[src/u16u8_pkg.sv]
`timescale 1ns / 1ps
`default_nettype none
package u16u8_pkg;

  // surrogate ranges and utf-8 marker bytes
  localparam logic [15:0] SURR_HIGH_MIN = 16'hD800;
  localparam logic [15:0] SURR_HIGH_MAX = 16'hDBFF;
  localparam logic [15:0] SURR_LOW_MIN  = 16'hDC00;
  localparam logic [15:0] SURR_LOW_MAX  = 16'hDFFF;
  localparam logic [15:0] ONE_BYTE_LIM  = 16'h0080;
  localparam logic [15:0] TWO_BYTE_LIM  = 16'h0800;
  localparam logic [10:0] PLANE_OFFSET  = 11'h040;  // 0x10000 >> 10
  localparam logic [7:0]  LEAD4         = 8'hF0;
  localparam logic [7:0]  LEAD3         = 8'hE0;
  localparam logic [7:0]  LEAD2         = 8'hC0;
  localparam logic [7:0]  CONT          = 8'h80;
  localparam logic [7:0]  REPL_CHAR     = 8'h3F;

  // queue between front and back
  localparam int QDEPTH = 4;
  localparam int QAW    = $clog2(QDEPTH);

  // one classified item: up to four bytes, first in slot 0
  typedef struct packed {
    logic [3:0][7:0] bytes;
    logic [2:0]      cnt;
    logic            last;
  } u16u8_entry_t;

  // queue status seen by front and back
  typedef struct packed {
    logic full;
    logic empty;
  } u16u8_qstat_t;

endpackage
`default_nettype wire

[src/utf16le_to_utf8_stream.sv]
// UTF-16 to UTF-8 stream converter.
// Input channel: in_push / in_full with in_code_unit (one 16-bit unit) and
// in_string_last (marks the final unit of a string). An item is taken at a
// clock edge with in_push high and in_full low.
// Output channel: out_empty / out_pop. While out_empty is low the oldest
// byte sits on out_utf8_byte with out_run_end (last byte of its item) and
// out_string_end (last byte of a string); out_pop high takes it.
// A unit gives 1..4 bytes; a high surrogate gives none until its partner
// arrives, and an unpaired one turns into 0x3F.
// An item goes via the queue into the serializer register, where its first
// byte shows. Throughput: one item per cycle in, one byte per cycle out;
// sustained item rate is one per cycle for ASCII, one per N output bytes
// for N-byte characters, set by the single-byte serializer. A four-entry
// queue between classifier and serializer absorbs bursts, so items keep
// flowing while the receiver stalls until it fills; then in_full rises.
// Reset drops any held surrogate, empties the queue and the serializer.
`timescale 1ns / 1ps
`default_nettype none
module utf16le_to_utf8_stream (
  input  wire logic        clk,
  input  wire logic        rst_n,
  input  wire logic        in_push,
  output logic             in_full,
  input  wire logic [15:0] in_code_unit,
  input  wire logic        in_string_last,
  output logic             out_empty,
  input  wire logic        out_pop,
  output logic [7:0]       out_utf8_byte,
  output logic             out_run_end,
  output logic             out_string_end
);

  u16u8_pkg::u16u8_qstat_t q_stat;
  u16u8_pkg::u16u8_entry_t wr_entry, rd_entry;
  logic                    q_push, q_pop;

  // classifier
  u16u8_front u_front (
    .clk            (clk),
    .rst_n          (rst_n),
    .in_push        (in_push),
    .in_code_unit   (in_code_unit),
    .in_string_last (in_string_last),
    .in_full        (in_full),
    .q_stat         (q_stat),
    .q_push         (q_push),
    .q_entry        (wr_entry)
  );

  // decoupling queue
  u16u8_fifo u_fifo (
    .clk      (clk),
    .rst_n    (rst_n),
    .push     (q_push),
    .wr_entry (wr_entry),
    .pop      (q_pop),
    .rd_entry (rd_entry),
    .stat     (q_stat)
  );

  // byte serializer
  u16u8_back u_back (
    .clk            (clk),
    .rst_n          (rst_n),
    .q_stat         (q_stat),
    .q_entry        (rd_entry),
    .q_pop          (q_pop),
    .out_empty      (out_empty),
    .out_pop        (out_pop),
    .out_utf8_byte  (out_utf8_byte),
    .out_run_end    (out_run_end),
    .out_string_end (out_string_end)
  );

  // no push into a full queue
  a_no_overflow: assert property (@(posedge clk) disable iff (!rst_n)
    !(q_push && q_stat.full))
    else $error("queue overflow");

  // no pop from an empty queue
  a_no_underflow: assert property (@(posedge clk) disable iff (!rst_n)
    q_pop |-> !q_stat.empty)
    else $error("queue underflow");

  // string end only on the last byte of an item
  a_str_end: assert property (@(posedge clk) disable iff (!rst_n)
    (!out_empty && out_string_end) |-> out_run_end)
    else $error("string end without run end");

  // nothing to deliver right after reset
  a_reset_empty: assert property (@(posedge clk)
    !rst_n |=> out_empty)
    else $error("output not empty after reset");

endmodule
`default_nettype wire

[src/u16u8_front.sv]
`timescale 1ns / 1ps
`default_nettype none
module u16u8_front (
  input  wire logic                    clk,
  input  wire logic                    rst_n,
  input  wire logic                    in_push,
  input  wire logic [15:0]             in_code_unit,
  input  wire logic                    in_string_last,
  output logic                         in_full,
  input  wire u16u8_pkg::u16u8_qstat_t q_stat,
  output logic                         q_push,
  output u16u8_pkg::u16u8_entry_t      q_entry
);

  logic        pend_r, pend_nxt;
  logic [9:0]  hb_r, hb_nxt;
  logic        accept;
  logic        is_high, is_low;
  logic [10:0] cp_hi;
  logic [20:0] cp;
  logic [2:0]  n;

  assign in_full = q_stat.full;
  assign accept  = in_push && !q_stat.full;

  // classify the unit
  assign is_high = (in_code_unit >= u16u8_pkg::SURR_HIGH_MIN) &&
                   (in_code_unit <= u16u8_pkg::SURR_HIGH_MAX);
  assign is_low  = (in_code_unit >= u16u8_pkg::SURR_LOW_MIN) &&
                   (in_code_unit <= u16u8_pkg::SURR_LOW_MAX);

  // supplementary code point from the held high half
  assign cp_hi = {1'b0, hb_r} + u16u8_pkg::PLANE_OFFSET;
  assign cp    = {cp_hi, in_code_unit[9:0]};

  // build the byte list for this unit
  always_comb begin
    q_entry       = '0;
    q_entry.last  = in_string_last;
    n             = 3'd0;
    if (pend_r && is_low) begin
      q_entry.bytes[0] = u16u8_pkg::LEAD4 | {5'd0, cp[20:18]};
      q_entry.bytes[1] = u16u8_pkg::CONT | {2'd0, cp[17:12]};
      q_entry.bytes[2] = u16u8_pkg::CONT | {2'd0, cp[11:6]};
      q_entry.bytes[3] = u16u8_pkg::CONT | {2'd0, cp[5:0]};
      n = 3'd4;
    end else begin
      // unpaired high surrogate held before
      if (pend_r) begin
        q_entry.bytes[0] = u16u8_pkg::REPL_CHAR;
        n = 3'd1;
      end
      if (is_high) begin
        if (in_string_last) begin
          q_entry.bytes[n[1:0]] = u16u8_pkg::REPL_CHAR;
          n = n + 3'd1;
        end
      end else if (in_code_unit < u16u8_pkg::ONE_BYTE_LIM) begin
        q_entry.bytes[n[1:0]] = in_code_unit[7:0];
        n = n + 3'd1;
      end else if (in_code_unit < u16u8_pkg::TWO_BYTE_LIM) begin
        q_entry.bytes[n[1:0]] = u16u8_pkg::LEAD2 | {3'd0, in_code_unit[10:6]};
        n = n + 3'd1;
        q_entry.bytes[n[1:0]] = u16u8_pkg::CONT | {2'd0, in_code_unit[5:0]};
        n = n + 3'd1;
      end else begin
        q_entry.bytes[n[1:0]] = u16u8_pkg::LEAD3 | {4'd0, in_code_unit[15:12]};
        n = n + 3'd1;
        q_entry.bytes[n[1:0]] = u16u8_pkg::CONT | {2'd0, in_code_unit[11:6]};
        n = n + 3'd1;
        q_entry.bytes[n[1:0]] = u16u8_pkg::CONT | {2'd0, in_code_unit[5:0]};
        n = n + 3'd1;
      end
    end
    q_entry.cnt = n;
  end

  // items that only park a high surrogate push nothing
  assign q_push = accept && (n != 3'd0);

  // surrogate holding state
  always_comb begin
    pend_nxt = pend_r;
    hb_nxt   = hb_r;
    if (accept) begin
      if (is_high && !(pend_r && is_low) && !in_string_last) begin
        pend_nxt = 1'b1;
        hb_nxt   = in_code_unit[9:0];
      end else begin
        pend_nxt = 1'b0;
        hb_nxt   = 10'd0;
      end
    end
  end

  always_ff @(posedge clk) begin
    if (!rst_n) begin
      pend_r <= 1'b0;
      hb_r   <= 10'd0;
    end else begin
      pend_r <= pend_nxt;
      hb_r   <= hb_nxt;
    end
  end

endmodule
`default_nettype wire

[src/u16u8_fifo.sv]
`timescale 1ns / 1ps
`default_nettype none
module u16u8_fifo (
  input  wire logic                    clk,
  input  wire logic                    rst_n,
  input  wire logic                    push,
  input  wire u16u8_pkg::u16u8_entry_t wr_entry,
  input  wire logic                    pop,
  output u16u8_pkg::u16u8_entry_t      rd_entry,
  output u16u8_pkg::u16u8_qstat_t      stat
);

  u16u8_pkg::u16u8_entry_t          mem_r [u16u8_pkg::QDEPTH];
  logic [u16u8_pkg::QAW-1:0]        wp_r, rp_r;
  logic [u16u8_pkg::QAW:0]          cnt_r, cnt_nxt;
  logic                             do_push, do_pop;

  assign stat.full  = (cnt_r == (u16u8_pkg::QAW+1)'(u16u8_pkg::QDEPTH));
  assign stat.empty = (cnt_r == '0);
  assign do_push    = push && !stat.full;
  assign do_pop     = pop && !stat.empty;
  assign rd_entry   = mem_r[rp_r];

  // occupancy
  always_comb begin
    cnt_nxt = cnt_r;
    if (do_push && !do_pop) begin
      cnt_nxt = cnt_r + 1'b1;
    end else if (do_pop && !do_push) begin
      cnt_nxt = cnt_r - 1'b1;
    end
  end

  always_ff @(posedge clk) begin
    if (!rst_n) begin
      wp_r  <= '0;
      rp_r  <= '0;
      cnt_r <= '0;
    end else begin
      cnt_r <= cnt_nxt;
      if (do_push) begin
        wp_r <= wp_r + 1'b1;
      end
      if (do_pop) begin
        rp_r <= rp_r + 1'b1;
      end
    end
  end

  // storage
  always_ff @(posedge clk) begin
    if (do_push) begin
      mem_r[wp_r] <= wr_entry;
    end
  end

endmodule
`default_nettype wire

[src/u16u8_back.sv]
`timescale 1ns / 1ps
`default_nettype none
module u16u8_back (
  input  wire logic                    clk,
  input  wire logic                    rst_n,
  input  wire u16u8_pkg::u16u8_qstat_t q_stat,
  input  wire u16u8_pkg::u16u8_entry_t q_entry,
  output logic                         q_pop,
  output logic                         out_empty,
  input  wire logic                    out_pop,
  output logic [7:0]                   out_utf8_byte,
  output logic                         out_run_end,
  output logic                         out_string_end
);

  logic            vld_r;
  logic [3:0][7:0] bytes_r;
  logic [2:0]      rem_r;
  logic            last_r;
  logic            take, done, load;

  // current byte is always slot 0
  assign out_empty      = !vld_r;
  assign out_utf8_byte  = bytes_r[0];
  assign out_run_end    = (rem_r == 3'd1);
  assign out_string_end = out_run_end && last_r;

  assign take  = out_pop && vld_r;
  assign done  = take && (rem_r == 3'd1);
  assign load  = !vld_r || done;
  assign q_pop = load && !q_stat.empty;

  // control
  always_ff @(posedge clk) begin
    if (!rst_n) begin
      vld_r <= 1'b0;
      rem_r <= 3'd0;
    end else if (q_pop) begin
      vld_r <= 1'b1;
      rem_r <= q_entry.cnt;
    end else if (done) begin
      vld_r <= 1'b0;
    end else if (take) begin
      rem_r <= rem_r - 3'd1;
    end
  end

  // byte shifter
  always_ff @(posedge clk) begin
    if (q_pop) begin
      bytes_r <= q_entry.bytes;
      last_r  <= q_entry.last;
    end else if (take) begin
      bytes_r <= {8'd0, bytes_r[3:1]};
    end
  end

endmodule
`default_nettype wire

[config.mk]
export PLATFORM = sky130hd
export DESIGN_NAME = utf16le_to_utf8_stream
export DESIGN_NICKNAME = d
export VERILOG_FILES = /design/src/u16u8_pkg.sv /design/src/utf16le_to_utf8_stream.sv /design/src/u16u8_front.sv /design/src/u16u8_fifo.sv /design/src/u16u8_back.sv
export SDC_FILE = /design/constraint.sdc
export NUM_CORES = 1
export LEC_CHECK = 0
export BUFFER_PORTS_ARGS = -buffer_cell sky130_fd_sc_hd__buf_2
export CORE_MARGIN = 1
export CORE_UTILIZATION = 60
export DETAILED_ROUTE_END_ITERATION = 10
export GPL_ROUTABILITY_DRIVEN = 0
export PLACE_DENSITY = 0.89
export SKIP_LAST_GASP = 1
export SLEW_MARGIN = 25
export SYNTH_ARGS = -nofsm -noshare
export SYNTH_HDL_FRONTEND = slang
export SYNTH_SLANG_ARGS = --single-unit
[constraint.sdc]
create_clock -name clk -period 4.2 [get_ports clk]
set_input_delay 0.63 -clock clk [delete_from_list [all_inputs] [get_ports clk]]
set_output_delay 0.63 -clock clk [all_outputs]
set_load 0.03 [all_outputs]
==> metrics.txt, run 1 <==
status=finished, final reports clean; Die H=119 um; Post-Layout Inst Area=9140 sq um; Critical Path Start Type=input pin; measured slew at the worst slew-check pin=0.873 ns; Post-Syn Instances=534; total track usage=25.3%; Hold Fails Final Rpt=0; Post-route DRC=0; initial antenna violation count=0; fin. max-slew vios=0; number of global-route vias before repair=4834; routed length per instance=22.3 um; Synth top area share=59.5%; most frequent cells in the layout=163 x edfxtp_1, 33 x mux4_2, 32 x buf_2; crit end category=flip-flop; first-pass GRT wire length=26200 um; largest cells by area after synthesis=edfxtp_1 59%, mux4_2 9.0%, dfxtp_1 5.8%; total clock sinks=187; Crit Path Category=in2reg; CTS max path bufs=2; Iteration-0 DRC Markers=602; Hold Path Class=reg2reg; Crit path depth=15; #FFs+latches synth=187; synth warn=0; total gr overflow=0; Top FF cell, synth=edfxtp_1; setup bufs post-CTS=0; die span in x=119 um; Pwr Density=597 nW/um^2; Die ar.=14200 sq um; Reg clk slew, reported paths=0.06 ns; antenna viol nets, final=0; total CTS buffers=17; Avg Inst Size Synth=15.4 sq um; post-synth cell types=66; CP cell instances=buf_2 -> nor4_2 -> buf_4 -> nand2_1 -> buf_4 -> ha_1 -> a31oi_1 -> or3_1 -> a31oi_4 -> ha_1 -> inv_1 -> fa_1 -> xor2_1 -> or3_1 -> a21boi_0; critical path buffer and inverter count=4; Net count, final=600; Fin Setup TNS=0 ns; Clock Skew=0.00874 ns; hold bufs inserted after CTS=0; Seq/Total Area, Yosys=65.3%; Ports=33; Initial Util=61.9%; min cycle time layout=3.28 ns; most common cell after layout, fill and taps aside=edfxtp_1; final hold slack=0.514 ns; CP max FO=12; ANT cells=0; Layout Cells excl Fill=753; htree depth=4; # resized after CTS=0; Hold Crit Depth=2; synthesized cell area=8230 sq um; Arr. time, crit path=3.63 ns; critical path data required time=4.56 ns; delay of the slowest critical-path stage=0.40 ns; Post-synth ARST share=0%; slowest cell on the critical path=or3_1; CTS root buf=clkbuf_16; Relative slew margins=41.4%; largest net degree at the start of global routing=40; PortBufs=32; Post-Route WL=16800 um; unrepaired setup endpoints after global routing=false; Filler cells=824; Pre-Repair DR Iteration Count=7; via count=4968; # placed instances=721; DR vias/cell=6.60; r2r worst-path depth=11; Lkg Pwr=3.09 nW; CTS tree=done; CP delay by family, top=simple AND/OR/NAND/NOR gates; final period utilization=78.0%; Total Power=5.46 mW; Mapped Nets=570; worst skew pair latency=0.43 ns; core area=13300 sq um; Peak VDD IR=0.406 mV; fmax=305 MHz; post-synth top area cell=edfxtp_1; setup violators final=0; area grow syn2layout=11.0%; layout cells sized above 1=24.4%; area post-placement=8580 sq um; post-detail-place hpwl=10400 um; FP Rows=42; EDFF count, synth=163; Max Cap Violations=0
-- report_power, final --
| part | internal (mW) | switching (mW) | leakage, nW |
|---|---|---|---|
| sequential | 2.44 | 0.139 | 1.71 |
| combinational | 0.628 | 0.747 | 1.11 |
| clock | 0.848 | 0.651 | 0.268 |
| total | 3.92 | 1.54 | 3.09 |
-- area by class of cell --
type	count	area (sq um)	area share, %
sequential	187	5380	58.8
multi-input combinational	293	2630	28.8
clock buffer	22	464	5.08
timing repair buffer	46	285	3.12
tap	176	220	2.41
clock inverter	10	93.8	1.03
inverter	19	71.3	0.780
-- worst paths after layout --
check        slack, ns             start              end
min reg2reg       0.51    u_fifo.wp_r[1]   u_fifo.wp_r[1]
min               0.51    u_fifo.wp_r[1]   u_fifo.wp_r[1]
max               0.92  in_code_unit[11]  u_fifo.cnt_r[2]
max reg2reg       0.98    u_front.pend_r  u_fifo.cnt_r[2]
-- cell families (layout without fill, tap and decap cells) --
logic type | after synthesis | count (layout) | share of synthesized area (%)
adder cells (fa/ha/maj) | 15 | 15 | 2.37
multiplexers | 59 | 59 | 12.5
AO/OA/AOI/OAI | 95 | 95 | 8.10
AND/OR/NAND/NOR | 118 | 118 | 8.05
flip-flops | 187 | 187 | 65.3
buffers and inverters | 54 | 97 | 3.02
XOR/XNOR | 6 | 6 | 0.638
-- flip-flops by register name, summed over array words and instances, names as in the netlist, 2 cells and up, named ones only --
register              count
u_fifo.mem_r            132
u_back.bytes_r           22
u_fifo.cnt_r              3
u_fifo.rp_r               2
u_back.out_utf8_byte      8
u_fifo.wp_r               2
u_front.hb_r             10
u_back.rem_r              3
-- synthesized netlist by cell type, drive strengths merged, types with 2 or more instances --
library cell,number
edfxtp,163
mux4,33
dfxtp,24
and2,23
a21oi,22
mux2,22
nand2,22
clkbuf,19
inv,17
nor2,17
o21ai,17
buf,16
nor2b,16
ha,14
nor3,12
a22oi,10
nand3,9
a31oi,7
a221oi,4
a22o,4
mux2i,4
xnor2,4
a21boi,3
and3,3
nor4,3
o22ai,3
a21o,2
a311o,2
clkinv,2
nand4b,2
nor3b,2
o211ai,2
o22a,2
o311a,2
o311ai,2
or3,2
or4,2
xor2,2
-- metal layers --
layer	global-route usage, %	part of all wire, %
met5	0	0
met2	40.3	48
met1	33.0	39
met3	6.08	9.3
met4	12.0	3.8
-- worst register-to-register path: stages (launching register included) --
cell	delay, ns
dfxtp_1	0.33
clkinv_1	0.46
ha_1	0.50
a2111o_1	0.13
o311ai_2	0.14
a31oi_4	0.27
ha_1	0.24
inv_1	0.06
fa_1	0.37
xor2_1	0.17
or3_1	0.30
a21boi_0	0.16
-- through the flow --
| step | util, % | setup WS, ns |
|---|---|---|
| 6_report | 68.8 | 0.924 |
| 5_1_grt | 68.8 | 0.764 |
| 4_1_cts | 68.8 | 1.01 |
| 3_5_place_dp | 64.6 | 0.560 |
| 3_3_place_gp | 64.4 | 0.669 |
| 2_1_floorplan | - | 0.462 |
Power figures use the tool's default switching activity.
==> run 2, diff against run 1 <==
CORE_UTILIZATION = 55   (was 60)
PLACE_DENSITY = 0.86   (was 0.89)
clock period = 2.8 ns   (was 4.2 ns; I/O delays follow)
==> run 2 against run 1 <==
  * Critical path depth decreased by 3
  * Combinational power increased by 59%
  * Register-to-register slack got worse by 0.77 ns
  * First-iteration DRC count increased by 9.3%
  * Sequential share of layout area decreased by 2.3 points
  * Non-clock buffer count increased by 35
  * Critical path type unchanged
==> metrics.txt, run 2 (synthesized netlist as in run 1, its figures left out) <==
Hold Fails Final Rpt=0 (unchanged); Hold Path Class=in2reg; die span in x=124 um (+4.4%); area grow syn2layout=15.6%; RR Endpoint=u_fifo.cnt_r[2]; met1 Use GR=30.8% (-2.1 points); fin. max-slew vios=0 (unchanged); total clock sinks=187 (unchanged); fmax=385 MHz; Peak VDD IR=0.497 mV (+22%); Arr. time, crit path=2.95 ns (-0.68 ns); Ports=33 (unchanged); critical path data required time=3.15 ns (-1.41 ns); total CTS buffers=17 (unchanged); Fin Setup TNS=0 ns (unchanged); Pwr Density=866 nW/um^2 (+45%); Relative slew margins=45.0% (+3.6 points); Post-route DRC=0 (unchanged); CTS root buf=clkbuf_16; Clock Skew=0.00872 ns (-0.0000210 ns); min cycle time layout=2.60 ns; htree depth=4 (unchanged); antenna viol nets, final=0 (unchanged); r2r startpoint=u_front.pend_r; final period utilization=92.8%; CTS max path bufs=2 (unchanged); layout cells sized above 1=30.6% (+6.1 points); most common cell after layout, fill and taps aside=edfxtp_1; first-pass GRT wire length=27600 um (+5.5%); Iteration-0 DRC Markers=658 (+9.3%); final hold slack=0.380 ns (-0.134 ns); measured slew at the worst slew-check pin=0.819 ns (-0.0537 ns); Pre-Repair DR Iteration Count=7 (unchanged); Post-Route WL=17000 um (+1.2%); Critical Path Start Type=input pin; gr busiest metal=met2; FF-to-FF setup slack=0.21 ns (-0.77 ns); status=finished, final reports clean; Initial Util=56.4% (-5.5 points); via count=5055 (+1.8%); setup bufs post-CTS=0 (unchanged); FP Rows=44 (+4.8%); Top Registers=u_fifo.mem_r: 132 flops, u_back.bytes_r: 22 flops, u_front.hb_r: 10 flops; met3 GRT Util=5.76% (-0.33 points); most frequent cells in the layout=163 x edfxtp_1, 43 x buf_4, 33 x mux4_2; Filler cells=941 (+14%); setup violators final=0 (unchanged); PortBufs=32 (unchanged); largest register by flop count=u_fifo.mem_r; total track usage=23.6% (-1.7 points); Crit Path Category=in2reg; CTS tree=done; crit end category=flip-flop; ANT cells=0 (unchanged); Die ar.=15500 sq um (+8.9%); routed length per instance=21.4 um (-4.2%); initial antenna violation count=0 (unchanged); DR vias/cell=6.35 (-3.7%); post-detail-place hpwl=10600 um (+2.4%); max reg flops=132 (unchanged); Lkg Pwr=3.27 nW (+5.8%); Net count, final=635 (+5.8%); unrepaired setup endpoints after global routing=false; Max Cap Violations=0 (unchanged); number of global-route vias before repair=5192 (+7.4%); r2r worst-path depth=11 (unchanged); Finished Core Util=65.3% (-3.5 points); core area=14600 sq um (+9.7%); M2 GR Usage=37.6% (-2.7 points); worst skew pair latency=0.43 ns (about the same); Reg clk slew, reported paths=0.06 ns (about the same); total gr overflow=0 (unchanged); Die H=124 um (+4.4%); largest net degree at the start of global routing=40 (unchanged); Critical Path Sink=u_fifo.cnt_r[2]; crit path from=in_code_unit[11]; CP max FO=4 (-8)
[run 2: report_power, final]
| part | internal [mW] | switching (mW) |
|---|---|---|
| logic | 0.984 | 1.19 |
| clock network | 1.30 | 0.959 |
| registers | 3.67 | 0.145 |
| total | 5.95 | 2.30 |
[run 2: critical path, cell delays in order]
cell and delay, ns:
buf_2 0.12, nor4_4 0.29, nand2_1 0.21, ha_4 0.21, o311a_4 0.32, a31oi_4 0.19, ha_2 0.22, inv_2 0.04
fa_2 0.34, xor2_1 0.15, or3_1 0.30, a21boi_1 0.12
[run 2: metal layers]
metal	vias to the layer above	wire length, um
li1	2212	-
met1	2497	6750
met2	283	8230
met3	63	1460
met4	0	554
met5	-	0
[run 2: cell type report]
cell class	instances	area (sq um)	area share, %
Tap cell	184	230	2.42
Multi-Input combinational cell	293	2690	28.2
Clock buffer	18	429	4.51
Sequential cell	187	5380	56.5
Inverter	19	71.3	0.749
Clock inverter	14	130	1.37
Timing Repair Buffer	81	594	6.24
[run 2: what timing repair did]
action,4_1_cts,5_1_grt
resized for setup,0,2
setup endpoints to repair,0,1
hold buffers,0,0
[run 2: worst min-delay path by stage]
| stage | from | endpoint | slack, ns | cells past startpoint |
|---|---|---|---|---|
| global route | in_code_unit[0] | u_front.hb_r[0] | 0.37 | 3 |
| CTS | in_code_unit[0] | u_front.hb_r[0] | 0.35 | 3 |
| global placement | u_fifo.cnt_r[2] | u_fifo.cnt_r[2] | 0.48 | 2 |
| detailed placement | u_fifo.wp_r[1] | u_fifo.wp_r[1] | 0.50 | 2 |
| finish | in_code_unit[0] | u_front.hb_r[0] | 0.38 | 3 |
| floorplan | u_back.vld_r | u_back.vld_r | 0.46 | 2 |
[run 2: through the flow]
| step | area [sq um] | cells | power (mW) | worst slack, ns |
|---|---|---|---|---|
| 2_1_floorplan | 8300 | 534 | 5.46 | -0.395 |
| 3_3_place_gp | 8950 | 764 | 5.93 | -0.126 |
| 3_5_place_dp | 8950 | 764 | 6.04 | -0.252 |
| 4_1_cts | 9510 | 796 | 8.31 | 0.132 |
| 5_1_grt | 9520 | 796 | 8.60 | 0.0914 |
| 6_report | 9520 | 796 | 8.24 | 0.201 |
==> run 3, diff against run 2 <==
CORE_MARGIN = 2   (was 1)
CORE_UTILIZATION = 56   (was 55)
PLACE_DENSITY = 0.87   (was 0.86)
SYNTH_HIERARCHICAL = 1   (was not set)
==> run 3 against run 2 <==
  * The run now ends with negative setup slack left
  * Count of clock-buffer cells in the layout is 11 higher
  * Cell count is 11% higher
  * Global-route usage is 0.60 points higher
  * Via count is 9.9% higher
  * Design area is 9.9% higher
  * Total power is 17% higher
  * Maximum frequency is 7.5% lower
  * Core utilization is 1.1 points higher
  * Flip-flop and latch count is 14 higher
  * Critical path depth is 1 higher
  * First-iteration DRC count is 5.3% lower
  * Critical path type unchanged
  * Critical endpoint is now u_fifo/cnt_r[2]
  * Largest power group unchanged
==> metrics.txt, run 3 <==
crit end category=flip-flop; PortBufs=32 (unchanged); final period utilization=100% (+7.5 points); via count=5555 (+9.9%); Peak VDD IR=0.651 mV (+31%); Int Pwr=6.86 mW (+15%); count leader, synth=edfxtp_1; RR Endpoint=u_fifo/cnt_r[2]; status=finished, violations left; Lkg Pwr=3.67 nW (+12%); net switching share of the total power=28.8% (+0.97 points); Hold Fails Final Rpt=0 (unchanged); #FFs+latches synth=201 (+7.5%); largest register by flop count=u_fifo/mem_r; initial antenna violation count=0 (unchanged); failing checks=negative setup slack; Hold Path Class=in2reg; first-pass GRT wire length=30800 um (+12%); Top Registers=u_fifo/mem_r: 144 flops, u_back/bytes_r: 24 flops, u_front/hb_r: 10 flops; Die ar.=17100 sq um (+11%); part of the power in registers=45.2% (-1.0 points); CP max FO=4 (unchanged); r2r startpoint=u_front/pend_r; Top FF cell, synth=edfxtp_1; Hold Crit Depth=1 (-2); routed length per instance=22.6 um (+6.0%); fin. max-slew vios=0 (unchanged); r2r worst-path depth=12 (+1); net switching power figure=2.78 mW (+21%); total track usage=24.2% (+0.60 points); synth warn=6 (+6); Post-synth ARST share=0% (unchanged); Iteration-0 DRC Markers=623 (-5.3%); combinational power share=28.4% (+2.0 points); unrepaired setup endpoints after global routing=true; synthesized cell area=8990 sq um (+9.2%); Max Cap Violations=0 (unchanged); total clock sinks=201 (+7.5%); worst skew pair latency=0.49 ns (+0.06 ns); measured slew at the worst slew-check pin=0.637 ns (-0.182 ns); min cycle time layout=2.81 ns (+0.211 ns); max reg flops=144 (+9.1%); setup violators final=1 (+1); Initial Util=57.0% (+0.59 points); most frequent cells in the layout=177 x edfxtp_1, 64 x buf_4, 31 x buf_2; htree depth=1 (-3); most common cell after layout, fill and taps aside=edfxtp_1; critical path data required time=3.23 ns (+0.08 ns); layout cells sized above 1=31.5% (+0.92 points); Relative slew margins=57.3% (+12 points); Synth top area share=59.1% (-0.35 points); commonest cells in the netlist=177 x edfxtp_1, 30 x mux4_2, 24 x dfxtp_1; Post-Route WL=19900 um (+17%); Ports=33 (unchanged); DR vias/cell=6.31 (-0.60%); largest net degree at the start of global routing=37 (-7.5%); post-synth cell types=68 (+3.0%); Setup WS pre-CTS=-0.612 ns (-0.360 ns); Reg clk slew, reported paths=0.06 ns (about the same); ANT cells=0 (unchanged); post-synth top area cell=edfxtp_1; Crit Path Category=in2reg; antenna viol nets, final=0 (unchanged); Seq/Total Area, Yosys=64.4% (-0.84 points); hold_sp=in_string_last; Avg Inst Size Synth=16.0 sq um (+3.8%); post-route setup slack=-0.00975 ns (-0.211 ns); number of global-route vias before repair=5469 (+5.3%); die span in x=131 um (+5.1%); CTS root buf=clkbuf_16; largest cells by area after synthesis=edfxtp_1 59%, mux4_2 7.5%, dfxtp_1 5.3%; FF-to-FF setup slack=0.11 ns (-0.10 ns); Net count, final=686 (+8.0%); Post-route DRC=0 (unchanged); post-detail-place hpwl=13000 um (+23%); Die H=131 um (+5.1%); area grow syn2layout=16.4%; hold bufs inserted after CTS=0 (unchanged); Arr. time, crit path=3.24 ns (+0.29 ns); fmax=356 MHz (-7.5%); Pwr Density=921 nW/um^2 (+6.4%); Critical Path Start Type=input pin; Post-Layout Inst Area=10500 sq um (+9.9%); Clk pwr share=26.4% (-1.0 points); final hold slack=0.239 ns (-0.141 ns); EDFF count, synth=177 (+8.6%); area post-placement=9740 sq um (+8.9%); CTS tree=done; total gr overflow=0 (unchanged); WHS Endpoint=u_fifo/mem_r[0][0]; core area=15800 sq um (+8.1%); FP Rows=46 (+4.5%); Total Power=9.64 mW (+17%); CTS max path bufs=3 (+1); Clock Skew=0.00726 ns (-0.00146 ns); total CTS buffers=21 (+4); Post-Syn Instances=562 (+5.2%); Pre-Repair DR Iteration Count=6 (-1)
==> run 3: cell types whose count changed after synthesis, moves of 5 or more <==
cell,before,now
edfxtp_1,163,177
mux4_1,0,6
buf_4,8,14
o21ai_0,17,10
o211ai_1,2,7
mux2_1,0,10
mux2_4,0,10
a31oi_1,6,12
clkbuf_1,19,11
mux2_2,22,6
==> run 3: logic make-up after synthesis <==
kind of cell    after synthesis  share of synthesized area [%]
fa+ha+maj                    16                           2.31
mux                          65                           13.3
buf+inv                      57                           3.95
other cells                   1                         0.0417
simple gates                117                           7.74
xor+xnor                      6                          0.584
flops                       201                           64.4
compound gates               99                           7.65
==> run 3: layout make-up <==
class / instances / area [sq um]
Sequential cell: 201 / 5800
Fill cell: 1018 / 5300
Multi-Input combinational cell: 305 / 2920
Timing Repair Buffer: 104 / 785
Clock buffer: 29 / 556
Tap cell: 216 / 270
Clock inverter: 9 / 73.8
Inverter: 16 / 60.1
==> run 3: timing repair <==
action	4_1_cts	5_1_grt
buffers inserted	0	6
pin swaps	0	3
resized for setup	3	10
setup endpoints to repair	2	2
==> run 3: worst max-delay path, stage by stage <==
cell	delay (ns)
buf_2	0.11
or4_4	0.57
or3_4	0.35
nand2_1	0.10
a32o_2	0.18
o311a_1	0.17
nor2b_4	0.17
ha_4	0.14
inv_2	0.04
fa_2	0.35
xor2_1	0.16
or3_1	0.33
a21boi_2	0.13
==> run 3: power groups by stage <==
stage               clock network, mW  registers (mW)  logic [mW]
floorplan                           0            4.28        2.14
finish                           2.54            4.36        2.73
CTS                              2.58            4.37        2.72
global placement                    0            4.36        2.54
global route                     2.70            4.42        2.91
detailed placement                  0            4.42        2.66
==> run 3: layer usage <==
metal / track usage, % / share of wire [%] / routed length [um] / up-vias
met5: 0 / 0 / 0 / -
met4: 9.57 / 3.4 / 687 / 0
met3: 4.28 / 9.5 / 1890 / 75
met2: 40.2 / 49 / 9820 / 389
met1: 32.1 / 38 / 7530 / 2717
li1: - / - / - / 2374
==> run 3: metrics by stage <==
step / TNS, ns / util [%] / cells
final: -0.00975 / 66.4 / 880
after global routing: -0.384 / 66.4 / 880
after CTS: -0.0191 / 65.8 / 874
after detailed placement: -49.74 / 61.8 / 836
after global placement: -44.91 / 61.8 / 836
after floorplan: -38.69 / - / 563
==> run 3: how the worst max path moves through the flow <==
stage,from,end,slack (ns),depth (start not counted)
4_1_cts,in_code_unit[15],u_fifo/cnt_r[2],-0.02,13
6_report,in_code_unit[15],u_fifo/cnt_r[2],-0.01,13
3_3_place_gp,in_code_unit[15],u_fifo/cnt_r[2],-0.49,13
2_1_floorplan,in_code_unit[7],u_fifo/cnt_r[2],-0.46,14
5_1_grt,in_code_unit[15],u_fifo/cnt_r[2],-0.11,13
3_5_place_dp,in_code_unit[15],u_fifo/cnt_r[2],-0.61,13
